File: src/hdl/amrt_pkg.sv
// shared types, register codes and test codes for the refinement tagger
// no dependencies; every other file refers to this package by scoped names
`timescale 1ns / 1ps
`default_nettype none

package amrt_pkg;

  localparam int unsigned SPACE_DIMS_DEF = 3;
  localparam int unsigned MAX_NBR        = 6;

  localparam int unsigned VAL_W      = 32;
  localparam int unsigned TAG_W      = 8;
  localparam int unsigned LEVEL_W    = 4;
  localparam int unsigned MAXLEV_W   = 5;
  localparam int unsigned MODE_W     = 3;
  localparam int unsigned CFG_IDX_W  = 3;
  localparam int unsigned CFG_DATA_W = 32;

  // register indexes on the config port
  localparam logic [CFG_IDX_W-1:0] CFG_TEST_MODE   = 3'd0;
  localparam logic [CFG_IDX_W-1:0] CFG_THRESHOLD   = 3'd1;
  localparam logic [CFG_IDX_W-1:0] CFG_MAX_LEVEL   = 3'd2;
  localparam logic [CFG_IDX_W-1:0] CFG_MIN_TIME    = 3'd3;
  localparam logic [CFG_IDX_W-1:0] CFG_MAX_TIME    = 3'd4;
  localparam logic [CFG_IDX_W-1:0] CFG_DEREFINE    = 3'd5;
  localparam logic [CFG_IDX_W-1:0] CFG_TAG_VALUE   = 3'd6;
  localparam logic [CFG_IDX_W-1:0] CFG_CLEAR_VALUE = 3'd7;

  // test codes
  localparam logic [MODE_W-1:0] MODE_GRADIENT     = 3'd0;
  localparam logic [MODE_W-1:0] MODE_REL_GRADIENT = 3'd1;
  localparam logic [MODE_W-1:0] MODE_LESS         = 3'd2;
  localparam logic [MODE_W-1:0] MODE_GREATER      = 3'd3;
  localparam logic [MODE_W-1:0] MODE_VORTICITY    = 3'd4;

  typedef struct packed {
    logic [MODE_W-1:0]         test_mode;
    logic signed [VAL_W-1:0]   threshold;
    logic [MAXLEV_W-1:0]       max_level;
    logic [VAL_W-1:0]          min_time;
    logic [VAL_W-1:0]          max_time;
    logic                      derefine;
    logic signed [TAG_W-1:0]   tag_value;
    logic signed [TAG_W-1:0]   clear_value;
  } cfg_t;

  // after the difference stage
  typedef struct packed {
    logic                      gate;
    logic                      block;
    logic signed [VAL_W-1:0]   centre;
    logic [VAL_W-1:0]          centre_abs;
    logic [LEVEL_W-1:0]        level;
  } s1_t;

  // after the reduce stage
  typedef struct packed {
    logic                      gate;
    logic                      block;
    logic signed [VAL_W-1:0]   centre;
    logic [VAL_W-1:0]          gmax;
    logic signed [2*VAL_W-1:0] rel_rhs;
    logic signed [VAL_W-1:0]   vort_thr;
  } s2_t;

endpackage

`default_nettype wire

File: src/hdl/amr_cell_refinement_tagger_top.sv
// registers: one per stage, between input transfer and result valid
// throughput: one cell per cycle; a stalled output backs up through the stages
// reset: valid bits cleared, config registers return to their reset values
// top level: config registers and the three stage pipeline
// uses amrt_pkg, amrt_diff_stage, amrt_reduce_stage, amrt_decide_stage
`timescale 1ns / 1ps
`default_nettype none

module amr_cell_refinement_tagger_top #(
  parameter int unsigned SpaceDims = amrt_pkg::SPACE_DIMS_DEF
) (
  input  wire logic                                   clk_i,
  input  wire logic                                   rst_ni,
  input  wire logic                                   cfg_we_i,
  input  wire logic [amrt_pkg::CFG_IDX_W-1:0]         cfg_idx_i,
  input  wire logic [amrt_pkg::CFG_DATA_W-1:0]        cfg_data_i,
  input  wire logic                                   in_valid_i,
  output      logic                                   in_ready_o,
  input  wire logic signed [amrt_pkg::VAL_W-1:0]      centre_i,
  input  wire logic signed [amrt_pkg::VAL_W-1:0]      x_plus_i,
  input  wire logic signed [amrt_pkg::VAL_W-1:0]      x_minus_i,
  input  wire logic signed [amrt_pkg::VAL_W-1:0]      y_plus_i,
  input  wire logic signed [amrt_pkg::VAL_W-1:0]      y_minus_i,
  input  wire logic signed [amrt_pkg::VAL_W-1:0]      z_plus_i,
  input  wire logic signed [amrt_pkg::VAL_W-1:0]      z_minus_i,
  input  wire logic [amrt_pkg::MAX_NBR-1:0]           link_bits_i,
  input  wire logic                                   covered_i,
  input  wire logic                                   boundary_mode_i,
  input  wire logic [amrt_pkg::LEVEL_W-1:0]           level_i,
  input  wire logic [amrt_pkg::VAL_W-1:0]             time_req_i,
  output      logic                                   out_valid_o,
  input  wire logic                                   out_ready_i,
  output      logic                                   tag_write_o,
  output      logic signed [amrt_pkg::TAG_W-1:0]      tag_out_o
);

  localparam int unsigned NumNbr = 2 * SpaceDims;

  amrt_pkg::cfg_t                   cfg_q;
  logic signed [amrt_pkg::VAL_W-1:0] nbr [amrt_pkg::MAX_NBR];

  logic                             s1_valid, s1_ready;
  amrt_pkg::s1_t                    s1_data;
  logic [amrt_pkg::VAL_W-1:0]       s1_diff [NumNbr];
  logic                             s2_valid, s2_ready;
  amrt_pkg::s2_t                    s2_data;

  always_ff @(posedge clk_i or negedge rst_ni) begin
    if (!rst_ni) begin
      cfg_q.test_mode   <= amrt_pkg::MODE_GRADIENT;
      cfg_q.threshold   <= '0;
      cfg_q.max_level   <= '0;
      cfg_q.min_time    <= '0;
      cfg_q.max_time    <= '1;
      cfg_q.derefine    <= 1'b0;
      cfg_q.tag_value   <= 8'sd1;
      cfg_q.clear_value <= '0;
    end else if (cfg_we_i) begin
      unique case (cfg_idx_i)
        amrt_pkg::CFG_TEST_MODE:   cfg_q.test_mode   <= cfg_data_i[amrt_pkg::MODE_W-1:0];
        amrt_pkg::CFG_THRESHOLD:   cfg_q.threshold   <= cfg_data_i[amrt_pkg::VAL_W-1:0];
        amrt_pkg::CFG_MAX_LEVEL:   cfg_q.max_level   <= cfg_data_i[amrt_pkg::MAXLEV_W-1:0];
        amrt_pkg::CFG_MIN_TIME:    cfg_q.min_time    <= cfg_data_i[amrt_pkg::VAL_W-1:0];
        amrt_pkg::CFG_MAX_TIME:    cfg_q.max_time    <= cfg_data_i[amrt_pkg::VAL_W-1:0];
        amrt_pkg::CFG_DEREFINE:    cfg_q.derefine    <= cfg_data_i[0];
        amrt_pkg::CFG_TAG_VALUE:   cfg_q.tag_value   <= cfg_data_i[amrt_pkg::TAG_W-1:0];
        amrt_pkg::CFG_CLEAR_VALUE: cfg_q.clear_value <= cfg_data_i[amrt_pkg::TAG_W-1:0];
        default: ;
      endcase
    end
  end

  // neighbour order matches the link bit order
  assign nbr[0] = x_plus_i;
  assign nbr[1] = x_minus_i;
  assign nbr[2] = y_plus_i;
  assign nbr[3] = y_minus_i;
  assign nbr[4] = z_plus_i;
  assign nbr[5] = z_minus_i;

  amrt_diff_stage #(
    .SpaceDims(SpaceDims)
  ) u_diff (
    .clk_i          (clk_i),
    .rst_ni         (rst_ni),
    .valid_i        (in_valid_i),
    .ready_o        (in_ready_o),
    .centre_i       (centre_i),
    .nbr_i          (nbr),
    .link_bits_i    (link_bits_i),
    .covered_i      (covered_i),
    .boundary_mode_i(boundary_mode_i),
    .level_i        (level_i),
    .time_req_i     (time_req_i),
    .cfg_i          (cfg_q),
    .valid_o        (s1_valid),
    .ready_i        (s1_ready),
    .data_o         (s1_data),
    .diff_o         (s1_diff)
  );

  amrt_reduce_stage #(
    .SpaceDims(SpaceDims)
  ) u_reduce (
    .clk_i  (clk_i),
    .rst_ni (rst_ni),
    .valid_i(s1_valid),
    .ready_o(s1_ready),
    .data_i (s1_data),
    .diff_i (s1_diff),
    .cfg_i  (cfg_q),
    .valid_o(s2_valid),
    .ready_i(s2_ready),
    .data_o (s2_data)
  );

  amrt_decide_stage u_decide (
    .clk_i      (clk_i),
    .rst_ni     (rst_ni),
    .valid_i    (s2_valid),
    .ready_o    (s2_ready),
    .data_i     (s2_data),
    .cfg_i      (cfg_q),
    .valid_o    (out_valid_o),
    .ready_i    (out_ready_i),
    .tag_write_o(tag_write_o),
    .tag_out_o  (tag_out_o)
  );

endmodule

`default_nettype wire

File: src/hdl/amrt_diff_stage.sv
// first stage: absolute neighbour differences, link masking, level and time gates
// uses amrt_pkg
`timescale 1ns / 1ps
`default_nettype none

module amrt_diff_stage #(
  parameter int unsigned SpaceDims = amrt_pkg::SPACE_DIMS_DEF
) (
  input  wire logic                                  clk_i,
  input  wire logic                                  rst_ni,
  input  wire logic                                  valid_i,
  output      logic                                  ready_o,
  input  wire logic signed [amrt_pkg::VAL_W-1:0]     centre_i,
  input  wire logic signed [amrt_pkg::VAL_W-1:0]     nbr_i [amrt_pkg::MAX_NBR],
  input  wire logic [amrt_pkg::MAX_NBR-1:0]          link_bits_i,
  input  wire logic                                  covered_i,
  input  wire logic                                  boundary_mode_i,
  input  wire logic [amrt_pkg::LEVEL_W-1:0]          level_i,
  input  wire logic [amrt_pkg::VAL_W-1:0]            time_req_i,
  input  wire amrt_pkg::cfg_t                        cfg_i,
  output      logic                                  valid_o,
  input  wire logic                                  ready_i,
  output      amrt_pkg::s1_t                         data_o,
  output      logic [amrt_pkg::VAL_W-1:0]            diff_o [2*SpaceDims]
);

  localparam int unsigned NumNbr = 2 * SpaceDims;

  logic                          valid_q;
  amrt_pkg::s1_t                 data_d, data_q;
  logic [amrt_pkg::VAL_W-1:0]    diff_d [NumNbr];
  logic [amrt_pkg::VAL_W-1:0]    diff_q [NumNbr];

  assign ready_o = !valid_q || ready_i;

  for (genvar g = 0; g < NumNbr; g++) begin : g_dir
    logic signed [amrt_pkg::VAL_W:0] sub;
    logic [amrt_pkg::VAL_W:0]        mag;
    assign sub = {nbr_i[g][amrt_pkg::VAL_W-1], nbr_i[g]} -
                 {centre_i[amrt_pkg::VAL_W-1], centre_i};
    assign mag = sub[amrt_pkg::VAL_W] ? (~sub + 1'b1) : sub;
    // in boundary mode an unlinked neighbour counts as zero difference
    assign diff_d[g] = (!boundary_mode_i || link_bits_i[g]) ? mag[amrt_pkg::VAL_W-1:0] : '0;
  end

  always_comb begin
    data_d.gate       = ({1'b0, level_i} < cfg_i.max_level) &&
                        (time_req_i >= cfg_i.min_time) && (time_req_i <= cfg_i.max_time);
    data_d.block      = boundary_mode_i && covered_i;
    data_d.centre     = centre_i;
    data_d.centre_abs = centre_i[amrt_pkg::VAL_W-1] ? (~centre_i + 1'b1) : centre_i;
    data_d.level      = level_i;
  end

  always_ff @(posedge clk_i or negedge rst_ni) begin
    if (!rst_ni) begin
      valid_q <= 1'b0;
    end else if (ready_o) begin
      valid_q <= valid_i;
    end
  end

  always_ff @(posedge clk_i) begin
    if (valid_i && ready_o) begin
      data_q <= data_d;
      diff_q <= diff_d;
    end
  end

  assign valid_o = valid_q;
  assign data_o  = data_q;
  assign diff_o  = diff_q;

endmodule

`default_nettype wire

File: src/hdl/amrt_reduce_stage.sv
// second stage: largest difference, threshold times centre magnitude, level-scaled threshold
// uses amrt_pkg
`timescale 1ns / 1ps
`default_nettype none

module amrt_reduce_stage #(
  parameter int unsigned SpaceDims = amrt_pkg::SPACE_DIMS_DEF
) (
  input  wire logic                        clk_i,
  input  wire logic                        rst_ni,
  input  wire logic                        valid_i,
  output      logic                        ready_o,
  input  wire amrt_pkg::s1_t               data_i,
  input  wire logic [amrt_pkg::VAL_W-1:0]  diff_i [2*SpaceDims],
  input  wire amrt_pkg::cfg_t              cfg_i,
  output      logic                        valid_o,
  input  wire logic                        ready_i,
  output      amrt_pkg::s2_t               data_o
);

  localparam int unsigned NumNbr = 2 * SpaceDims;
  localparam int unsigned VW     = amrt_pkg::VAL_W;
  localparam int unsigned ShW    = VW + (1 << amrt_pkg::LEVEL_W) - 1;

  logic                     valid_q;
  amrt_pkg::s2_t            data_d, data_q;
  logic [VW-1:0]            gmax;
  logic signed [2*VW:0]     prod;
  logic signed [ShW-1:0]    scaled;
  logic                     fits;

  assign ready_o = !valid_q || ready_i;

  always_comb begin
    gmax = '0;
    for (int n = 0; n < NumNbr; n++) begin
      if (diff_i[n] > gmax) begin
        gmax = diff_i[n];
      end
    end
  end

  assign prod   = cfg_i.threshold * $signed({1'b0, data_i.centre_abs});
  assign scaled = $signed({{(ShW-VW){cfg_i.threshold[VW-1]}}, cfg_i.threshold}) <<< data_i.level;
  // upper bits all copies of the sign: the scaled value fits in 32 bits
  assign fits   = (&scaled[ShW-1:VW-1]) || !(|scaled[ShW-1:VW-1]);

  always_comb begin
    data_d.gate    = data_i.gate;
    data_d.block   = data_i.block;
    data_d.centre  = data_i.centre;
    data_d.gmax    = gmax;
    data_d.rel_rhs = prod[2*VW-1:0];
    if (fits) begin
      data_d.vort_thr = scaled[VW-1:0];
    end else if (cfg_i.threshold[VW-1]) begin
      data_d.vort_thr = {1'b1, {(VW-1){1'b0}}};
    end else begin
      data_d.vort_thr = {1'b0, {(VW-1){1'b1}}};
    end
  end

  always_ff @(posedge clk_i or negedge rst_ni) begin
    if (!rst_ni) begin
      valid_q <= 1'b0;
    end else if (ready_o) begin
      valid_q <= valid_i;
    end
  end

  always_ff @(posedge clk_i) begin
    if (valid_i && ready_o) begin
      data_q <= data_d;
    end
  end

  assign valid_o = valid_q;
  assign data_o  = data_q;

endmodule

`default_nettype wire

File: src/hdl/amrt_decide_stage.sv
// third stage: test selection, final compare and the output register
// uses amrt_pkg
`timescale 1ns / 1ps
`default_nettype none

module amrt_decide_stage (
  input  wire logic                                clk_i,
  input  wire logic                                rst_ni,
  input  wire logic                                valid_i,
  output      logic                                ready_o,
  input  wire amrt_pkg::s2_t                       data_i,
  input  wire amrt_pkg::cfg_t                      cfg_i,
  output      logic                                valid_o,
  input  wire logic                                ready_i,
  output      logic                                tag_write_o,
  output      logic signed [amrt_pkg::TAG_W-1:0]   tag_out_o
);

  localparam int unsigned VW = amrt_pkg::VAL_W;

  logic                                valid_q;
  logic                                hit;
  logic                                tag_write_q;
  logic signed [amrt_pkg::TAG_W-1:0]   tag_out_d, tag_out_q;
  logic signed [VW+1:0]                grad_lhs, grad_rhs;
  logic signed [2*VW-1:0]              rel_lhs;
  logic signed [VW-1:0]                thr;
  logic signed [VW-1:0]                c;

  assign ready_o  = !valid_q || ready_i;
  assign thr      = cfg_i.threshold;
  assign c        = data_i.centre;
  assign grad_lhs = $signed({2'b00, data_i.gmax});
  assign grad_rhs = $signed({{2{thr[VW-1]}}, thr});
  // gmax in q48.16 against threshold times |centre|
  assign rel_lhs  = $signed({{(VW/2){1'b0}}, data_i.gmax, {(VW/2){1'b0}}});

  always_comb begin
    hit = 1'b0;
    unique case (cfg_i.test_mode)
      amrt_pkg::MODE_GRADIENT:     hit = grad_lhs >= grad_rhs;
      amrt_pkg::MODE_REL_GRADIENT: hit = rel_lhs >= data_i.rel_rhs;
      amrt_pkg::MODE_LESS:         hit = !data_i.block && (c <= thr);
      amrt_pkg::MODE_GREATER:      hit = !data_i.block && (c >= thr);
      amrt_pkg::MODE_VORTICITY:    hit = !data_i.block && (c >= $signed(data_i.vort_thr));
      default:                     hit = 1'b0;
    endcase
    hit = hit && data_i.gate;
    if (!hit) begin
      tag_out_d = '0;
    end else if (cfg_i.derefine) begin
      tag_out_d = cfg_i.clear_value;
    end else begin
      tag_out_d = cfg_i.tag_value;
    end
  end

  always_ff @(posedge clk_i or negedge rst_ni) begin
    if (!rst_ni) begin
      valid_q <= 1'b0;
    end else if (ready_o) begin
      valid_q <= valid_i;
    end
  end

  always_ff @(posedge clk_i) begin
    if (valid_i && ready_o) begin
      tag_write_q <= hit;
      tag_out_q   <= tag_out_d;
    end
  end

  assign valid_o     = valid_q;
  assign tag_write_o = tag_write_q;
  assign tag_out_o   = tag_out_q;

  // no marker without a write
  a_quiet_marker: assert property (@(posedge clk_i) disable iff (!rst_ni)
    (valid_q && !tag_write_q) |-> (tag_out_q == '0))
    else $error("marker nonzero without tag write");

  a_marker_select: assert property (@(posedge clk_i) disable iff (!rst_ni)
    (valid_q && tag_write_q) |->
      (tag_out_q == (cfg_i.derefine ? cfg_i.clear_value : cfg_i.tag_value)))
    else $error("marker does not match derefine selection");

  a_stall_hold: assert property (@(posedge clk_i) disable iff (!rst_ni)
    (valid_q && !ready_i) |=> (valid_q && $stable(tag_write_q) && $stable(tag_out_q)))
    else $error("result changed while stalled");

endmodule

`default_nettype wire
File: config.mk
export PLATFORM = sky130hd
export DESIGN_NAME = amr_cell_refinement_tagger_top
export DESIGN_NICKNAME = d
export VERILOG_FILES = /design/src/hdl/amrt_pkg.sv /design/src/hdl/amr_cell_refinement_tagger_top.sv /design/src/hdl/amrt_diff_stage.sv /design/src/hdl/amrt_reduce_stage.sv /design/src/hdl/amrt_decide_stage.sv
export SDC_FILE = /design/constraint.sdc
export NUM_CORES = 2
export LEC_CHECK = 0
export CELL_PAD_IN_SITES_DETAIL_PLACEMENT = 0
export CELL_PAD_IN_SITES_GLOBAL_PLACEMENT = 1
export CORE_MARGIN = 1.5
export CORE_UTILIZATION = 37
export CTS_BUF_LIST = sky130_fd_sc_hd__clkbuf_8
export DETAILED_ROUTE_END_ITERATION = 10
export DONT_BUFFER_PORTS = 1
export PLACE_DENSITY = 0.73
export SLEW_MARGIN = 20
export SYNTH_ARGS = -nofsm -noshare
export SYNTH_HDL_FRONTEND = slang
export SYNTH_SLANG_ARGS = --single-unit
File: constraint.sdc
create_clock -name clk_i -period 22.2 [get_ports clk_i]
set_clock_uncertainty 0.2 [all_clocks]
set_input_delay 2.22 -clock clk_i [delete_from_list [all_inputs] [get_ports clk_i]]
set_output_delay 2.22 -clock clk_i [all_outputs]
set_load 0.02 [all_outputs]
; After elaboration in Yosys (flattened, before gate mapping)
; Index checks and enable logic that the tools add are counted.
[op_classes]
add_sub_neg = 13
n_mul = 1
div_mod_pow = 0
n_lt_le_gt_ge = 14
eq_ne = 11
shifts = 1
mux = 17
bitwise_logic = 7
n_reduce_logical = 38
[op_table]
columns = cell, n
row1 = 32-bit 2-to-1 mux, 14
row2 = "32-bit by 1-bit adder with 32-bit output, second input constant", 7
row3 = 32-bit inverter, 7
row4 = 32-bit by 32-bit subtractor with 33-bit output, 6
row5 = 32-bit > comparator, 5
row6 = 32-bit >= comparator, 3
row7 = 49-bit by 64-bit >= comparator with 1-bit output, 1
row8 = 32-bit less-or-equal comparator, 2
row9 = 32-bit by 33-bit multiplier with 64-bit output, 1
row10 = 32-bit by 4-bit <<< shifter with 47-bit output, 1
row11 = 33-bit by 32-bit >= comparator with 1-bit output, 1
row12 = "32-bit by 1-bit > comparator with 1-bit output, second input constant", 1
row13 = 31-bit 2-to-1 mux, 1
row14 = 16-bit AND reduction, 1
row15 = 2-bit AND reduction, 8
row16 = 16-bit OR reduction, 1
row17 = "3-bit == test, second input constant", 5
row18 = "3-bit by 2-bit == test with 1-bit output, second input constant", 4
row19 = 1-bit logical AND, 10
row20 = 1-bit logical OR, 10
row21 = 8-bit 2-to-1 mux, 1
row22 = "3-bit by 1-bit == test with 1-bit output, second input constant", 2
row23 = 1-bit zero test, 6
row24 = 3-bit zero test, 2
row25 = 2 further kinds, 2
[totals]
ff_bits = 557
latchBits = 0
ram_bits = 0
romBits = 0
in_bits = 308
output_inout_bits = 11
word_cells = 133
mem_count = 0

; Logic depth before layout (Yosys ltp)
[logic_depth]
depth_word = 12
mapped_depth = 70
ltp_nobuf = 62

; Hierarchy
; From an unflattened synthesis, not the netlist that was laid out.
[unflattened]
hier_cells = 8901
hier_area_um2 = 80996.4
[modules_own_cells]
columns = mod, instances, cells_per_inst, area_each_um2, seq_area_each_um2
row1 = amrt_reduce_stage, 1, 4991, 45571.2, 4889.7
row2 = amrt_diff_stage, 1, 3165, 26724.4, 7862.5
row3 = amr_cell_refinement_tagger_top, 1, 265, 4928.5, 3069.2
row4 = amrt_decide_stage, 1, 480, 3772.4, 295.3

; Worst setup path after synthesis
; OpenSTA, ideal clock, no wires.
[synth_timing]
path_kind = register to register
startpoint = register u_diff.diff_q, in the netlist u_diff.diff_o[143]
endpoint = register u_reduce.data_q, in the netlist u_reduce.data_o[100] (data pin)
setup_ps = 279
t_arrival_ps = 13108
required_ps = 21721
setup_slack_ps = 8613
path_stages_with_launch = 68
n_path_buf = 8
synth_period_minus_slack_ps = 13587
path_cell_list = edfxtp_1 ha_1 nand4_1 or4_1 a21oi_1 o31ai_1 nand2_1 clkbuf_1 buf_1 mux2i_1 ha_1 nand4_1 or2_2 nor3_1 and3_1 a21boi_0 a221oi_4 a41oi_1 [... 32 more ...] mux2i_1 ha_1 a21oi_1 nor2b_1 o21ai_0 nand2b_1 a21oi_1 nor2b_1 o21ai_0 nand2b_1 a21oi_1 o31ai_1 a221o_1 a221oi_1 a31o_2 buf_1 clkbuf_1 mux2i_1
[synth_rtl]
columns = element, line_no
row1 = start: declaration, amrt_diff_stage.sv:32  ; logic [amrt_pkg::VAL_W-1:0] diff_q [NumNbr];
row2 = start signal: assignment, amrt_diff_stage.sv:66  ; diff_q <= diff_d;
row3 = end signal: assignment, amrt_reduce_stage.sv:73  ; data_q <= data_d;
row4 = end: declaration, amrt_reduce_stage.sv:26  ; amrt_pkg::s2_t data_d, data_q;

==> metrics.yaml <==
synthesis:
  post_synthesis_compound_gate_area_fraction_pct: 11.4
  netlist_instances: 8674
  synth.lib_cells_used.distinct: 89
  synth_largest_type_area_fraction_pct: 23.0
  synthesized_cell_area_sq_um: 78600
  synth_area_leader_cell: "sky130_fd_sc_hd__fa_1"
  synth-edff-count: 432
  yosys_warnings: 0
  synth_area_leaders: "sky130_fd_sc_hd__fa_1 23%, sky130_fd_sc_hd__edfxtp_1 16%, sky130_fd_sc_hd__ha_1 13%, sky130_fd_sc_hd__inv_1 6.9%, sky130_fd_sc_hd__nand2_1 5.4%"
  syn-mean-instance-area_sq_um: 9.07
  sequential_area_share_after_synthesis_pct: 20.5
  post_synthesis_share_of_cell_area_spent_on_and_or_nand_and_nor_gates_pct: 15.4
  muxShareOfSynthArea_pct: 3.66
  asyncSetResetFlopFracSynth_pct: 22.3
  postSynthRegisterBits: 556
  synth_top_family_by_area: "adder cells"
  synth_flop_cell: "sky130_fd_sc_hd__edfxtp_1"
  mappedNetlistNets: 10700
  share_of_the_synthesized_netlist_area_taken_by_xor_and_xnor_gates_pct: 4.06
  yosys.area_share.adder_pct: 36.4
worst_setup_path:
  worstPathArrival_ns: 16.17
  start_kind: "register"
  critPathRequiredTime_ns: 22.57
  timing_worst_setup_path_type: "reg2reg"
  cpPeakStageDelay_ns: 0.66
  critPathMostFrequentCell: "sky130_fd_sc_hd__a21o_1"
  critPathMaxFanout: 62
  crit_path_top_delay_cell: "sky130_fd_sc_hd__nand2_1"
  cp-end-kind: "register"
cts:
  tritoncts: "yes"
  post_cts_resized: 0
  cts_sinks: 556
  path_clk_slew_ns: 0.06
  cts_setup_buffers: 0
  cts-hold-fix-buffers: 0
  insertion_delay_ns: 0.83
  cts-root-to-sink-buffers: 3
  clockRootBuffer: "sky130_fd_sc_hd__clkbuf_8"
  htree_depth: 3
  numCtsBuffers: 103
timing:
  slew_violations: 0
  fin_crit_ns: 15.79
  final_setup_violations: 0
  setup_tns_ns: 0
  timing.max_slew.rel_slack_pct: 22.7
  worstMarginPinSlew_ns: 1.15
  rsz_0062_raised_after_global_routing: "false"
  number_of_hold_slack_violations_in_the_final_timing_report: 0
  fin_crit_sh_pct: 71.1
  max_freq_ghz: 0.0633
floorplanning:
  io-pin-count: 319
  dieWidth_um: 464
  die_h_um: 464
  row_count: 169
  die_area_sq_um: 215000
  start_util_pct: 37.2
  core_sq_um: 212000
global_route:
  first_global_vias: 62700
  grt_overflow: 0
  grt_max_degree: 125
  initial_antenna_violation_count: 23
  grt_pass1_wl_um: 401000
  grt.total_usage_pct: 24.7
place:
  routability_congestion: 0.920
  io_buffers: 0
  detailed_place_hpwl_um: 211000
route:
  routed_via_density: 5.39
  drc: 0
  num_vias: 61800
  post_drt_wl_per_cell_um: 23.4
  drt-total-wl_um: 268000
  drtPass1Iterations: 5
  drt_first_iter_violations: 4338
  drtAntennaViolNets: 0
finish:
  number_of_nets_in_the_layout: 10600
  final_core_utilization_pct: 39.7
  fraction_of_final_layout_cells_with_drive_strength_greater_than_1_pct: 5.41
  layout-area-overhead-vs-synth_pct: 6.76
run_status:
  status: "complete, no violations"
flow_run:
  maxCapViolations: 0
min_path:
  min-delay-path-class: "reg2reg"
cells in the final DEF (no fill, tap or decap), types with 48 or more instances in the layout:
cell	instances
sky130_fd_sc_hd__o21ai_0	366
sky130_fd_sc_hd__dfrtp_1	72
sky130_fd_sc_hd__a31oi_1	48
sky130_fd_sc_hd__nor2_1	364
sky130_fd_sc_hd__nand2_1	1138
sky130_fd_sc_hd__a21o_1	199
sky130_fd_sc_hd__edfxtp_1	432
sky130_fd_sc_hd__nor3_1	101
sky130_fd_sc_hd__and2_1	273
sky130_fd_sc_hd__nand4_1	103
sky130_fd_sc_hd__fa_1	903
sky130_fd_sc_hd__inv_1	1472
sky130_fd_sc_hd__xnor2_1	222
sky130_fd_sc_hd__o21a_1	71
sky130_fd_sc_hd__xor2_1	143
sky130_fd_sc_hd__buf_4	120
sky130_fd_sc_hd__ha_1	841
sky130_fd_sc_hd__mux2i_1	174
sky130_fd_sc_hd__or3_1	65
sky130_fd_sc_hd__mux2_2	68
sky130_fd_sc_hd__nor2b_1	89
sky130_fd_sc_hd__a21oi_1	361
sky130_fd_sc_hd__nand3_1	82
sky130_fd_sc_hd__nand2b_1	113
sky130_fd_sc_hd__clkbuf_8	111
state kept, by name, indices dropped and copies added, names as in the netlist:
| name | flops |
|---|---|
| cfg_q | 121 |
| u_diff.diff_o | 192 |
| u_decide.tag_write_o | 1 |
| u_reduce.valid_o | 1 |
| u_diff.valid_o | 1 |
| u_diff.data_o | 69 |
| u_decide.valid_o | 1 |
| u_decide.tag_out_o | 8 |
| u_reduce.data_o | 162 |
critical path: cells and delay by family, from the launching register on:
family | cells | cell delay (ns)
AOI/OAI and AO/OA | 33 | 6.82
adders and majority gates | 5 | 1.55
muxes | 5 | 1.73
DFF | 1 | 0.38
and+or+nand+nor | 13 | 2.88
buffers and inverters | 6 | 1.88
cells in the mapped netlist, types with 38 or more instances:
cell / count
sky130_fd_sc_hd__o31ai_1: 44
sky130_fd_sc_hd__nand2b_1: 113
sky130_fd_sc_hd__mux2i_1: 174
sky130_fd_sc_hd__edfxtp_1: 432
sky130_fd_sc_hd__fa_1: 903
sky130_fd_sc_hd__o21ai_0: 366
sky130_fd_sc_hd__nand2_1: 1138
sky130_fd_sc_hd__or3_1: 65
sky130_fd_sc_hd__o21a_1: 71
sky130_fd_sc_hd__nor3_1: 102
sky130_fd_sc_hd__clkbuf_1: 319
sky130_fd_sc_hd__and2_1: 275
sky130_fd_sc_hd__inv_1: 1443
sky130_fd_sc_hd__a21o_1: 199
sky130_fd_sc_hd__nor4_1: 41
sky130_fd_sc_hd__a31oi_1: 50
sky130_fd_sc_hd__mux2_2: 68
sky130_fd_sc_hd__ha_1: 841
sky130_fd_sc_hd__nand3_1: 82
sky130_fd_sc_hd__xnor2_1: 222
sky130_fd_sc_hd__and3_1: 46
sky130_fd_sc_hd__a21oi_1: 361
sky130_fd_sc_hd__o21bai_1: 38
sky130_fd_sc_hd__nor2b_1: 95
sky130_fd_sc_hd__xor2_1: 143
sky130_fd_sc_hd__nand4_1: 103
sky130_fd_sc_hd__nor2_1: 364
sky130_fd_sc_hd__dfrtp_1: 91
path summary, 6_finish.rpt:
path	from	end	slack [ns]	cells after the start
max in group asynchronous	rst_ni	cfg_q[42]	20.51	0
setup / recovery	u_diff.diff_o[159]	u_reduce.data_o[96]	6.41	62
hold reg to reg	u_diff.data_o[54]	u_reduce.data_o[146]	0.17	0
hold / removal	u_diff.data_o[54]	u_reduce.data_o[146]	0.17	0
setup reg to reg	u_diff.diff_o[159]	u_reduce.data_o[96]	6.41	62
min in group asynchronous	rst_ni	cfg_q[51]	0.90	0
metrics by stage:
step / hold WS (ns) / setup WS (ns) / instances / area, sq um
3_3_place_gp: 0.201 / 6.23 / 11300 / 81800
3_5_place_dp: 0.205 / 6.34 / 11300 / 81800
5_1_grt: 0.196 / 4.91 / 11400 / 84000
2_1_floorplan: 0.200 / 8.61 / 8674 / 78600
6_report: 0.171 / 6.41 / 11500 / 84000
4_1_cts: 0.185 / 6.30 / 11400 / 83900
cell type report:
| class | instances | area [sq um] |
|---|---|---|
| diodes | 3 | 7.51 |
| clock buffers | 111 | 1530 |
| clock inverters | 78 | 582 |
| fillers | 21100 | 128000 |
| inverters | 1445 | 5420 |
| multi-input cells | 6316 | 55900 |
| flip-flops and latches | 556 | 16100 |
| well taps | 2821 | 3530 |
| repair buffers | 120 | 901 |
logic make-up (layout without fill, tap and decap cells):
logic type / Yosys count / count (layout)
flops: 556 / 556
compound gates: 1403 / 1403
fa+ha+maj: 1744 / 1744
buf+inv: 1802 / 1754
other cells: 0 / 3
simple gates: 2544 / 2544
mux: 260 / 260
xor+xnor: 365 / 365
routing by layer:
metal / global-route usage (%) / vias up / share of wire [%] / routed length, um
met1: 33.7 / 31000 / 44 / 119000
met3: 3.92 / 380 / 6.1 / 16400
met5: 0 / - / 0.032 / 85
met4: 7.76 / 12 / 3.4 / 9110
li1: - / 28400 / - / -
met2: 40.0 / 1936 / 46 / 123000
Power is left out: the tool's default activity adds up to more than one toggle a clock period on the data nets, which glitch-free logic cannot reach.
